### src/sv/nlpm_pkg.sv
package nlpm_pkg;

  typedef enum logic [1:0] {
    KIND_PLAIN = 2'd0,
    KIND_OPEN  = 2'd1,
    KIND_CLOSE = 2'd2,
    KIND_END   = 2'd3
  } kind_t;

  typedef enum logic [2:0] {
    ERR_NONE      = 3'd0,
    ERR_OVERFLOW  = 3'd1,
    ERR_NO_OPENER = 3'd2,
    ERR_MISMATCH  = 3'd3,
    ERR_UNCLOSED  = 3'd4
  } err_t;

  localparam int unsigned LineW   = 16;
  localparam int unsigned NumW    = 32;
  localparam int unsigned CountW  = 16;
  localparam int unsigned InDataW = 48;
  localparam int unsigned OutDataW = 56;

  typedef struct packed {
    logic [LineW-1:0]  line;
    logic [NumW-1:0]   number;
  } entry_t;

  typedef struct packed {
    logic              pair_valid;
    logic [LineW-1:0]  open_line;
    logic [LineW-1:0]  close_line;
    err_t              error_code;
    logic [CountW-1:0] pair_total;
    logic              done_res;
  } result_t;

endpackage

### src/sv/nested_loop_pair_matcher.sv
// Nested loop pair matcher.
// Input stream: one classified program line per item. in_tuser is the line
// kind (ordinary, loop opener, loop closer, end of program); in_tdata holds
// the loop number and the line index. Openers are kept on an on-chip stack
// of NEST_DEPTH entries; each closer pops the top entry and, when the loop
// numbers agree, reports the opener/closer line pair.
// Output stream: exactly one item per input item. out_tuser flags a matched
// pair, out_tlast marks the end-of-program result, out_tdata carries the
// pair lines, the sticky error code and the running pair count.
// out_tvalid follows an accepted item through the input register, then the
// result register; one item is accepted every cycle while the receiver does
// not stall, since a push or pop needs only one number compare.
// Reset clears the stack depth, the pair count, the error and both valid
// flags; stack contents are not cleared. An end-of-program item clears the
// depth, the pair count and the error after its result is formed.
// When the receiver stalls, the result register holds and the input register
// fills; in_tready drops once both are occupied and returns as soon as
// out_tready is seen high.
module nested_loop_pair_matcher #(
  parameter int NEST_DEPTH = 8,
  parameter int MAX_LINES  = 65536
) (
  input  logic                              clk,
  input  logic                              rst_n,
  input  logic                              in_tvalid,
  output logic                              in_tready,
  input  logic [nlpm_pkg::InDataW-1:0]      in_tdata,  // loop_number[31:0], line_index[47:32]
  input  logic [1:0]                        in_tuser,  // kind[1:0]
  output logic                              out_tvalid,
  input  logic                              out_tready,
  output logic [nlpm_pkg::OutDataW-1:0]     out_tdata, // open_line[15:0], close_line[31:16],
                                                       // error_code[34:32], pair_total[50:35]
  output logic                              out_tuser, // pair_valid
  output logic                              out_tlast  // done_res
);

  localparam int DepthW = $clog2(NEST_DEPTH + 1);
  localparam logic [DepthW-1:0] FullDepth = DepthW'(NEST_DEPTH);
  localparam logic [20:0] MaxLinesW = 21'(MAX_LINES);

  logic                                  in_v_r;
  logic [nlpm_pkg::NumW-1:0]             in_num_r;
  logic [nlpm_pkg::LineW-1:0]            in_line_r;
  nlpm_pkg::kind_t                       in_kind_r;

  logic                                  out_v_r;
  nlpm_pkg::result_t                     res_r;
  nlpm_pkg::result_t                     res_nxt;

  nlpm_pkg::entry_t                      stk_r [NEST_DEPTH];
  logic [DepthW-1:0]                     depth_r;
  logic [DepthW-1:0]                     depth_nxt;
  logic [nlpm_pkg::CountW-1:0]           pairs_r;
  logic [nlpm_pkg::CountW-1:0]           pairs_nxt;
  nlpm_pkg::err_t                        fail_r;
  nlpm_pkg::err_t                        fail_nxt;

  logic                                  adv;
  logic                                  fire;
  logic                                  push;
  logic                                  pop;
  nlpm_pkg::kind_t                       kind_eff;

  assign adv       = !out_v_r || out_tready;
  assign fire      = in_v_r && adv;
  assign in_tready = !in_v_r || adv;

  always_ff @(posedge clk) begin
    if (!rst_n) begin
      in_v_r <= 1'b0;
    end else if (in_tready) begin
      in_v_r <= in_tvalid;
    end
  end

  always_ff @(posedge clk) begin
    if (in_tready && in_tvalid) begin
      in_num_r  <= in_tdata[31:0];
      in_line_r <= in_tdata[47:32];
      in_kind_r <= nlpm_pkg::kind_t'(in_tuser);
    end
  end

  always_comb begin
    kind_eff = in_kind_r;
    if (({5'b0, in_line_r} >= MaxLinesW) && (in_kind_r != nlpm_pkg::KIND_END)) begin
      kind_eff = nlpm_pkg::KIND_PLAIN;
    end
  end

  always_comb begin
    depth_nxt = depth_r;
    pairs_nxt = pairs_r;
    fail_nxt  = fail_r;
    push      = 1'b0;
    pop       = 1'b0;
    res_nxt   = '0;
    if (fail_r == nlpm_pkg::ERR_NONE) begin
      unique case (kind_eff)
        nlpm_pkg::KIND_OPEN: begin
          if (depth_r == FullDepth) begin
            fail_nxt = nlpm_pkg::ERR_OVERFLOW;
          end else begin
            push      = 1'b1;
            depth_nxt = depth_r + 1'b1;
          end
        end
        nlpm_pkg::KIND_CLOSE: begin
          if (depth_r == '0) begin
            fail_nxt = nlpm_pkg::ERR_NO_OPENER;
          end else begin
            pop       = 1'b1;
            depth_nxt = depth_r - 1'b1;
            if (stk_r[0].number != in_num_r) begin
              fail_nxt = nlpm_pkg::ERR_MISMATCH;
            end else begin
              res_nxt.pair_valid = 1'b1;
              res_nxt.open_line  = stk_r[0].line;
              res_nxt.close_line = in_line_r;
              if (pairs_r != '1) begin
                pairs_nxt = pairs_r + 1'b1;
              end
            end
          end
        end
        default: ;
      endcase
    end
    if (kind_eff == nlpm_pkg::KIND_END) begin
      res_nxt.done_res = 1'b1;
      if (fail_r == nlpm_pkg::ERR_NONE && depth_r != '0) begin
        fail_nxt = nlpm_pkg::ERR_UNCLOSED;
      end
    end
    res_nxt.error_code = fail_nxt;
    res_nxt.pair_total = pairs_nxt;
    if (kind_eff == nlpm_pkg::KIND_END) begin
      depth_nxt = '0;
      pairs_nxt = '0;
      fail_nxt  = nlpm_pkg::ERR_NONE;
    end
  end

  always_ff @(posedge clk) begin
    if (!rst_n) begin
      depth_r <= '0;
      pairs_r <= '0;
      fail_r  <= nlpm_pkg::ERR_NONE;
    end else if (fire) begin
      depth_r <= depth_nxt;
      pairs_r <= pairs_nxt;
      fail_r  <= fail_nxt;
    end
  end

  // stack as a shift line: entry 0 is the top
  always_ff @(posedge clk) begin
    if (fire && push) begin
      stk_r[0].line   <= in_line_r;
      stk_r[0].number <= in_num_r;
      for (int i = 1; i < NEST_DEPTH; i++) begin
        stk_r[i] <= stk_r[i-1];
      end
    end else if (fire && pop) begin
      for (int i = 0; i < NEST_DEPTH - 1; i++) begin
        stk_r[i] <= stk_r[i+1];
      end
    end
  end

  always_ff @(posedge clk) begin
    if (!rst_n) begin
      out_v_r <= 1'b0;
    end else if (adv) begin
      out_v_r <= in_v_r;
    end
  end

  always_ff @(posedge clk) begin
    if (fire) begin
      res_r <= res_nxt;
    end
  end

  assign out_tvalid = out_v_r;
  assign out_tuser  = res_r.pair_valid;
  assign out_tlast  = res_r.done_res;
  assign out_tdata  = {5'b0, res_r.pair_total, res_r.error_code,
                       res_r.close_line, res_r.open_line};

endmodule

### config.mk
export PLATFORM = sky130hd
export DESIGN_NAME = nested_loop_pair_matcher
export DESIGN_NICKNAME = d
export VERILOG_FILES = /design/src/sv/nlpm_pkg.sv /design/src/sv/nested_loop_pair_matcher.sv
export SDC_FILE = /design/constraint.sdc
export NUM_CORES = 1
export LEC_CHECK = 0
export BUFFER_PORTS_ARGS = -buffer_cell sky130_fd_sc_hd__buf_2
export CAP_MARGIN = 20
export CORE_UTILIZATION = 50
export DETAILED_ROUTE_END_ITERATION = 6
export GPL_TIMING_DRIVEN = 0
export PLACE_DENSITY = 0.67
export SLEW_MARGIN = 0
export SYNTH_ARGS = -nofsm -noshare
export SYNTH_HDL_FRONTEND = slang
export SYNTH_SLANG_ARGS = --single-unit
### constraint.sdc
create_clock -name clk -period 21.2 [get_ports clk]
set_input_delay 4.24 -clock clk [delete_from_list [all_inputs] [get_ports clk]]
set_output_delay 4.24 -clock clk [all_outputs]
set_load 0.01 [all_outputs]
==> results.md, run 1 <==
* Top Ports at 114
* Fin. Hold Viols at 0
* Least-Margin Pin Slew at 0.898 ns
* Hold Crit Start: stk_r[1][111]
* First-pass GRT wire length at 62300 um
* Post-synth top area share at 0.695
* Outcome: finished clean
* Total power at around 2.2 mW
* Cell Pwr Density at 89.7 nW/um^2
* Library cells used by synthesis at 50
* Setup crit start kind: primary input
* Post-Syn Instances at roughly 1200
* Vert. Die Dim at 207 um
* Critical path arrival at 4.74 ns
* Worst setup EP type: primary output
* Slew HR at 0.402
* Critical path class: in2out
* Vias per std cell at 5.50
* DR WL met2 at 18600 um
* CP max FO at 4
* Crit path required time at about 17 ns
* Synth Warn # at 0
* CTS tree: built
* Clk_skew at a little under 0.02 ns
* Max Used Layer: met4
* Sequential area share after synthesis at 0.719
* MaxCap Viol Count at 0
* Post-DP HPWL at 24400 um
* Setup violations, final at 0
* CTS clk-pin slew, worst paths at approximately 0.060 ns
* TritonCTS buffer count at 52
* WL/cell at 20.5 um
* Starting Density at 0.511
* Syn Std Cell Area at about 21000 um^2
* Row cnt at 74
* Total wire length at 39600 um
* Placer Congestion at 0.771
* Final setup TNS at 0 ns
* Antenna cells at 0
* Async SR Flop Fraction at 0
* Root Buffer Master: clkbuf_16
* Die width at 207 um
* Final net count at ~1400
* Post-synth EDFFs at 487
* R2R Setup Slk at ~17 ns
* Max-slew violations at 0
* Setup Buffers After CTS at 0
* Met3 wire len at about 1500 um
* Max Fclk at 0.111 GHz
* Area grow syn2layout at 15.0%
* Post-cts repair resize count at 0
* Fin crit period at 8.98 ns
* Hold WC Path Type: reg2reg
* Global route total overflow at 0
* Final ANT Viol Nets at 0
* Vias at 10600
* Iter 0 DRT Violations at just under 800
* Final period utilization at 0.424
* Synthesized area per cell at 17.8 um^2
* Skew-Pair Late Insertion Delay at 0.60 ns
* Core area at 41200 um^2
* Hold endpoint: stk_r[1][159]
* Pin count of the biggest net entering global routing at 71
* Htree depth at 2
* GRT Total Usage at 0.186
* Depth of the most critical reg-to-reg path at 9
* Most numerous cell in the Yosys netlist: edfxtp_1
* RSZ-0062 raised after global routing: false
* Via count of the first global-routing pass at 10800
* Largest area contributor in the netlist: edfxtp_1
* Number of storage elements in the synthesis netlist at just over 500
* Top cells by area, synth: edfxtp_1 (69%), mux2_2 (18%), dfxtp_1 (2.4%)
* Initial antenna violation count at 0
* Clock Sinks at 512
* Share of cells above drive strength 1 at 0.419
* Reg2reg start: out_tvalid
* Clock buffer depth at 3
* Port Buf Inserts at 108
* Post-synth top cells: edfxtp_1 (487), mux2_2 (339), and3_1 (38)
* M1 WL at about 19000 um
* RR Endpoint: stk_r[1][82]
* Post-synth top flop: edfxtp_1
* Die area at 42900 um^2
* Hold depth at 0
* Pleak at between 8 and 9 nW
* Drt pass-1 iters at 4
* Maximum vdd drop at 0.0634 mV
* # DRC at 0
* # hold bufs at CTS at 0
## area by class of cell
| cell class | instances | area [um^2] |
|---|---|---|
| Buffer | 61 | 372 |
| Clock buffer | 62 | 1380 |
| Clock inverter | 35 | 372 |
| Fill cell | 3085 | 17000 |
| Inverter | 8 | 30.0 |
| Multi-Input combinational cell | 604 | 5540 |
| Sequential cell | 512 | 15100 |
| Tap cell | 532 | 666 |
| Timing Repair Buffer | 115 | 718 |
## layer usage
layer	global-route usage	vias up
li1	-	4924
met1	0.264	5411
met2	0.297	220
met3	0.0273	52
met4	0.0615	0
met5	0	-
## power breakdown
part | internal, mW | switching [mW]
combinational | 0.0331 | 0.0418
clock | 0.561 | 0.386
sequential | 1.14 | 0.0134
total | 1.73 | 0.441
## cells by family (layout without fill, tap and decap cells)
| family | count (synthesis) | count (layout) | share of synthesized area |
|---|---|---|---|
| and+or+nand+nor | 152 | 152 | 0.0397 |
| DFF | 512 | 512 | 0.719 |
| muxes | 341 | 341 | 0.182 |
| other | 1 | 5 | 0.000178 |
| adders and majority gates | 8 | 8 | 0.00511 |
| AOI/OAI and AO/OA | 53 | 53 | 0.0163 |
| buffers and inverters | 69 | 281 | 0.0190 |
| xor gates and xnor gates | 45 | 45 | 0.0187 |
## sequential cells by signal, indices dropped and copies added, names as in the netlist
name and count:
in_v_r 1, in_kind_r 2, in_num_r 32, in_line_r 16, pairs_r 16, out_tvalid 1
out_tuser 1, out_tdata 51, stk_r 384, fail_r 3, depth_r 4, out_tlast 1
## critical path, cell delays in order
cell	delay, ns
buf_2	0.10
nor2b_2	0.16
nand2_1	0.09
buf_2	0.14
## stage by stage
stage                     cell area (um^2)  hold slack, ns  worst slack (ns)  utilization  instances
after floorplan                      21100           0.422              9.26            -       1185
after global placement               22300           0.426              5.33        0.540       1825
after detailed placement             22500           0.430             12.22        0.545       1832
after CTS                            24200           0.445             12.22        0.587       1929
after global routing                 24200           0.455             12.19        0.587       1929
final                                24200           0.444             12.22        0.587       1929
## layout by cell type (no fill, tap or decap), types with 6 or more instances in the layout
cell | netlist | layout
a21oi_1 | 10 | 10
and3_1 | 38 | 38
buf_2 | 10 | 119
buf_4 | 32 | 32
bufinv_16 | 0 | 8
clkbuf_1 | 12 | 19
clkbuf_16 | 0 | 53
clkinv_1 | 0 | 12
clkinv_2 | 0 | 12
dfxtp_1 | 25 | 25
edfxtp_1 | 487 | 487
ha_1 | 7 | 7
inv_1 | 7 | 7
mux2_2 | 339 | 339
nand2_1 | 32 | 32
nand2b_1 | 6 | 6
nand3_1 | 17 | 17
nor2_1 | 18 | 18
nor4_1 | 9 | 9
o21ai_0 | 14 | 14
xnor2_1 | 8 | 8
xor2_1 | 37 | 37
## worst max path at each step
stage / cells past startpoint / slack, ns / startpoint / endpoint
CTS: 4 / 12.22 / out_tready / in_tready
global placement: 8 / 5.33 / out_tready / stk_r[1][120]
finish: 4 / 12.22 / out_tready / in_tready
detailed placement: 4 / 12.22 / out_tready / in_tready
floorplan: 7 / 9.26 / out_tready / stk_r[0][0]
global route: 4 / 12.19 / out_tready / in_tready
Note: power is estimated with default switching activity, not from simulation.
==> run 2, diff against run 1 <==
Clock period 21.2 ns to 9.2 ns, I/O delays scaled along.
==> run 2 against run 1 <==
Compared with the run above:
- highest routed layer unchanged
- global-route usage up 0.054 points
- first-iteration DRC count is 16% lower
- via count down 0.20%
- routed wire length decreased by 0.16%
- count of clock-buffer cells in the layout up 5
- cell count decreased by 0.26%
- flip-flop and latch count unchanged
- die area unchanged
- largest cell class unchanged
- sequential power up 130%
==> results.md, run 2 (same netlist as run 1, synthesis figures left out) <==
* Worst setup EP type: register
* CTS clk-pin slew, worst paths at approximately 0.060 ns
* Share of cells above drive strength 1 at 0.415
* Setup crit start kind: primary input
* Final period utilization at 0.604
* RR Endpoint: stk_r[0][124]
* Critical Path Source: out_tready
* Vias at 10600
* Final core occ at 0.584
* Vert. Die Dim at between 200 and 250 um
* Critical path class: in2reg
* First-pass GRT wire length at 61900 um
* Reg2reg start: out_tvalid
* Slack of the critical path at about 3.6 ns
* Commonest non-fill, non-tap cell in the layout: edfxtp_1
* Skew-Pair Late Insertion Delay at 0.59 ns
* Hold WC Path Type: reg2reg
* # DRC at 0
* Slew HR at 0.352
* Pleak at 8.38 nW
* Cell Pwr Density at 202 nW/um^2
* Core area at 41200 um^2
* Crit-path cells: buf_2, nor2b_2, nand2b_1, inv_2, nand3_1, a21oi_2, buf_4, or2_4, buf_16, buf_16, buf_16, buf_16
* Antenna cells at 0
* Max Fclk at ~0.18 GHz
* Via count of the first global-routing pass at 10800
* Clock buffer depth at 3
* CP max FO at 65
* Max FFs per register at 384
* Fin crit period at around 5.6 ns
* Fin cells at 1924
* Area grow syn2layout at 14.4%
* Pin count of the biggest net entering global routing at 66
* Row cnt at 74
* Fin. Hold Viols at 0
* Drt pass-1 iters at 5
* Top Ports at 114
* Iter 0 DRT Violations at 664
* Die width at 207 um
* # hold bufs at CTS at 0
* Final ANT Viol Nets at 0
* Htree depth at 2
* Critical path's largest stage delay at 0.80 ns
* GRT Total Usage at 0.187
* Post-DP HPWL at 24600 um
* Setup violations, final at 0
* Final net count at 1417
* Largest Register: stk_r
* CTS tree: built
* Global route total overflow at 0
* Hold Crit Start: stk_r[1][123]
* RSZ-0062 raised after global routing: false
* Most frequent cell on the critical path: buf_16
* Max-slew violations at 0
* Die area at about 43000 um^2
* Outcome: finished clean
* Clock Sinks at 512
* Placer Congestion at 0.776
* Critical path arrival at between 5 and 6 ns
* WL/cell at 20.5 um
* Maximum vdd drop at 0.125 mV
* MaxCap Viol Count at 0
* Starting Density at 0.511
* Vias per std cell at 5.50
* R2R Setup Slk at 4.57 ns
* Final setup TNS at 0 ns
* Dpl ws at 2.93 ns
* Setup Buffers After CTS at 0
* Worst Hold Margin at around 0.44 ns
* Least-Margin Pin Slew at 0.972 ns
* Depth of the most critical reg-to-reg path at 11
* Port Buf Inserts at between 100 and 150
* TritonCTS buffer count at 53
* Total wire length at 39500 um
* Root Buffer Master: clkbuf_16
* Max stage delay cell, worst path: or2_4
* Most frequent cells in the layout: edfxtp_1 (487), mux2_2 (339), buf_2 (118)
* Clk_skew at 0.0203 ns
* Crit path required time at around 9.5 ns
* Post-cts repair resize count at 0
* Placed insts at approximately 1800
* Critical Path End: stk_r[0][124]
* Initial antenna violation count at 0
[run 2: report_power, final]
part	total [mW]	internal, mW	switching (mW)
Combinational	0.172	0.0763	0.0959
Sequential	2.65	2.62	0.0310
Clock	2.04	1.17	0.876
[run 2: per-layer routing]
metal / track usage / up-vias / share of wire
met4: 0.0589 / 0 / 0.021
met3: 0.0299 / 61 / 0.039
met1: 0.267 / 5385 / 0.47
met5: 0 / - / 0
li1: - / 4919 / -
met2: 0.295 / 221 / 0.47
[run 2: metrics by stage]
step / power [mW] / area [um^2]
6_report: 4.86 / 24100
5_1_grt: 5.02 / 24100
4_1_cts: 4.92 / 24100
3_5_place_dp: 2.87 / 22500
3_3_place_gp: 2.87 / 22300
2_1_floorplan: 2.80 / 21100
[run 2: worst min-delay path by stage]
stage | endpoint | slack, ns | cells after the start
floorplan | stk_r[1][144] | 0.42 | 0
detailed placement | stk_r[1][186] | 0.43 | 0
CTS | stk_r[1][171] | 0.44 | 0
global route | stk_r[1][180] | 0.45 | 0
finish | stk_r[1][171] | 0.44 | 0
global placement | stk_r[1][177] | 0.42 | 0
[run 2: cell type report]
type | instances | area, um^2
multi-input combinational | 604 | 5540
timing repair buffer | 115 | 718
fill | 3139 | 17100
clock buffer | 67 | 1380
inverter | 8 | 30.0
tap | 532 | 666
sequential | 512 | 15100
buffer | 61 | 374
clock inverter | 25 | 234
[run 2: critical path: cells and delay by family]
| family | cells | cell delay (ns) |
|---|---|---|
| AO/OA/AOI/OAI | 1 | 0.48 |
| buffers and inverters | 7 | 2.15 |
| AND/OR/NAND/NOR | 4 | 1.24 |
==> run 3, diff against run 2 <==
Settings changed: ABC_AREA set to 1.
Clock period 9.2 ns to 5.75 ns, I/O delays scaled along.
==> run 3 against run 2 <==
Compared with the run above:
- sequential share of layout area shrank 1.2 points
- total power rose by 67%
- clock power grew 70%
- largest power group unchanged
- critical path type unchanged
- count of clock-buffer cells in the layout is the same
- sequential power rose by 62%
- register-to-register slack lost 2.4 ns
==> results.md, run 3 <==
* Maximum vdd drop at 0.230 mV
* Async SR Flop Fraction at 0
* Clock share of power at 0.427
* # DRC at 0
* Post-Syn Instances at 1884
* Max Fclk at 0.273 GHz
* Hold WC Path Type: reg2reg
* Die width at 209 um
* RR Endpoint: stk_r[0][27]
* Vias at approximately 14000
* Clk_skew at 0.00982 ns
* Max stage delay cell, worst path: nand2_8
* Die area at 43700 um^2
* Post-cts repair resize count at 0
* Max FFs per register at 384
* Syn Std Cell Area at between 20000 and 25000 um^2
* Root Buffer Master: clkbuf_16
* Port Buf Inserts at 108
* Critical path class: in2reg
* RSZ-0062 raised after global routing: false
* Least-Margin Pin Slew at between 1 and 1.5 ns
* Max-slew violations at 0
* Share of cells above drive strength 1 at 0.141
* Dpl ws at 1.46 ns
* Sequential area share after synthesis at 0.705
* Iter 0 DRT Violations at 1232
* Commonest non-fill, non-tap cell in the layout: edfxtp_1
* # hold bufs at CTS at 0
* GRT Total Usage at 0.213
* Fin crit period at between 3 and 4 ns
* Top cells by area, synth: edfxtp_1 (68%), nand2_1 (7.6%), inv_1 (3.9%)
* Synthesized area per cell at approximately 11 um^2
* Final period utilization at 0.638
* Vias per std cell at 5.21
* Most frequent cells in the layout: edfxtp_1 (487), nand2_1 (436), inv_1 (219)
* Final ANT Viol Nets at 0
* Final net count at 2116
* Fin cells at between 2000 and 3000
* WL/cell at 17.5 um
* Area grow syn2layout at 14.3%
* Post-synth top area share at 0.682
* Core area at approximately 42000 um^2
* Total wire length at about 46000 um
* Switching share of power at 0.212
* Placed insts at 2539
* Critical Path End: stk_r[0][27]
* Combinational cell fraction of total power at 0.045
* Htree depth at 2
* Library cells used by synthesis at 37
* Critical Path Source: out_tready
* CTS clk-pin slew, worst paths at 0.06 ns
* Global route total overflow at 0
* Largest Register: stk_r
* Final core occ at 0.582
* Most numerous cell in the Yosys netlist: edfxtp_1
* First-pass GRT wire length at 72200 um
* Depth of the most critical reg-to-reg path at 8
* Synth Warn # at 0
* Pleak at 9.84 nW
* Clock Sinks at approximately 510
* R2R Setup Slk at about 2.2 ns
* CP max FO at 123
* Pin count of the biggest net entering global routing at 124
* MaxCap Viol Count at 0
* Row cnt at 75
* Starting Density at 0.509
* Post-synth top cells: edfxtp_1 (487), nand2_1 (437), inv_1 (221)
* Reg2reg start: in_kind_r[1]
* Largest area contributor in the netlist: edfxtp_1
* Slew HR at 0.330
* Setup violations, final at 0
* Final setup TNS at 0 ns
* Crit path required time at about 6 ns
* Net Sw Power at 1.72 mW
* Number of fill cells at 3445
* Setup crit start kind: primary input
* Setup Buffers After CTS at 0
* Post-synth top flop: edfxtp_1
* Skew-Pair Late Insertion Delay at 0.59 ns
* TritonCTS buffer count at 52
* Post-synth EDFFs at 487
* Drt pass-1 iters at 5
* Worst setup EP type: register
* Most frequent cell on the critical path: nand2_1
* Slack of the critical path at 2.08 ns
* Outcome: finished clean
* Number of storage elements in the synthesis netlist at 512
* Seq pwr share at 0.528
* Clock buffer depth at 3
* Placer Congestion at 0.813
* Critical path arrival at about 4 ns
* Cell Pwr Density at 331 nW/um^2
* Via count of the first global-routing pass at 13300
* Top Ports at 114
* Initial antenna violation count at 0
* Internal power at between 6 and 7 mW
* Vert. Die Dim at roughly 210 um
* Fin. Hold Viols at 0
* Post-DP HPWL at 29700 um
* Crit-path cells: buf_2, inv_1, nand2_1, nand2_1, nor2_1, inv_2, clkbuf_1, nand2_8, buf_16
* Antenna cells at 0
* CTS tree: built
* Critical path's largest stage delay at 0.70 ns
## run 3: cell count changes after synthesis, sizes merged, moves of 14 or more
cell,change
xor2,-27
clkbuf,+34
and3,-37
o21ai,+90
nand2,+406
mux2,-282
a21oi,+150
nor2,+199
inv,+216
buf,-14
## run 3: power by group through the flow
| stage | Combinational [mW] | Clock [mW] | Sequential (mW) |
|---|---|---|---|
| 2_1_floorplan | 0.228 | 0 | 4.37 |
| 3_3_place_gp | 0.349 | 0 | 4.38 |
| 3_5_place_dp | 0.371 | 0 | 4.37 |
| 4_1_cts | 0.373 | 3.53 | 4.29 |
| 5_1_grt | 0.412 | 3.66 | 4.30 |
| 6_report | 0.368 | 3.46 | 4.29 |
## run 3: area by class of cell
class / count / area (um^2) / share of cell area
clock inverter: 30 / 348 / 0.0142
clock buffer: 67 / 1380 / 0.0562
timing repair buffer: 112 / 636 / 0.0259
buffer: 81 / 374 / 0.0153
multi-input combinational: 1066 / 5130 / 0.209
sequential: 512 / 15100 / 0.617
tap: 539 / 674 / 0.0275
inverter: 229 / 860 / 0.0350
## run 3: logic make-up (layout without fill, tap and decap cells)
kind of cell	Yosys count	count (layout)	synth area share
adder cells (fa/ha/maj)	8	8	0.00501
multiplexers	57	57	0.0299
other	1	5	0.000175
buffers and inverters	310	519	0.0573
XOR/XNOR	22	22	0.00898
AND/OR/NAND/NOR	703	703	0.130
AO/OA/AOI/OAI	271	271	0.0638
flip-flops	512	512	0.705
## run 3: worst min-delay path by stage
stage                  start            end  slack [ns]  cells after the start
2_1_floorplan   stk_r[1][96]  stk_r[1][144]        0.42                      0
3_3_place_gp    stk_r[1][97]  stk_r[1][145]        0.43                      0
3_5_place_dp   stk_r[1][140]  stk_r[1][188]        0.43                      0
4_1_cts        stk_r[1][140]  stk_r[1][188]        0.45                      0
5_1_grt        stk_r[1][104]  stk_r[1][152]        0.45                      0
6_report       stk_r[1][136]  stk_r[1][184]        0.45                      0
## run 3: layer usage
metal	part of all wire	vias up	GRT usage	wire length, um
li1	-	6635	-	-
met1	0.44	6590	0.296	20300
met2	0.48	434	0.343	21900
met3	0.063	73	0.0403	2890
met4	0.022	0	0.0634	1000
met5	0	-	0	0
## run 3: through the flow
step	total power, mW	cell area (um^2)	hold slack (ns)
after floorplan	4.60	21500	0.422
after global placement	4.73	22700	0.426
after detailed placement	4.74	22800	0.431
after CTS	8.19	24500	0.446
after global routing	8.37	24500	0.455
final	8.12	24500	0.446
## run 3: critical path, delay by kind of cell
family | cells | cell delay [ns]
buffers and inverters | 5 | 1.44
AND/OR/NAND/NOR | 4 | 1.18
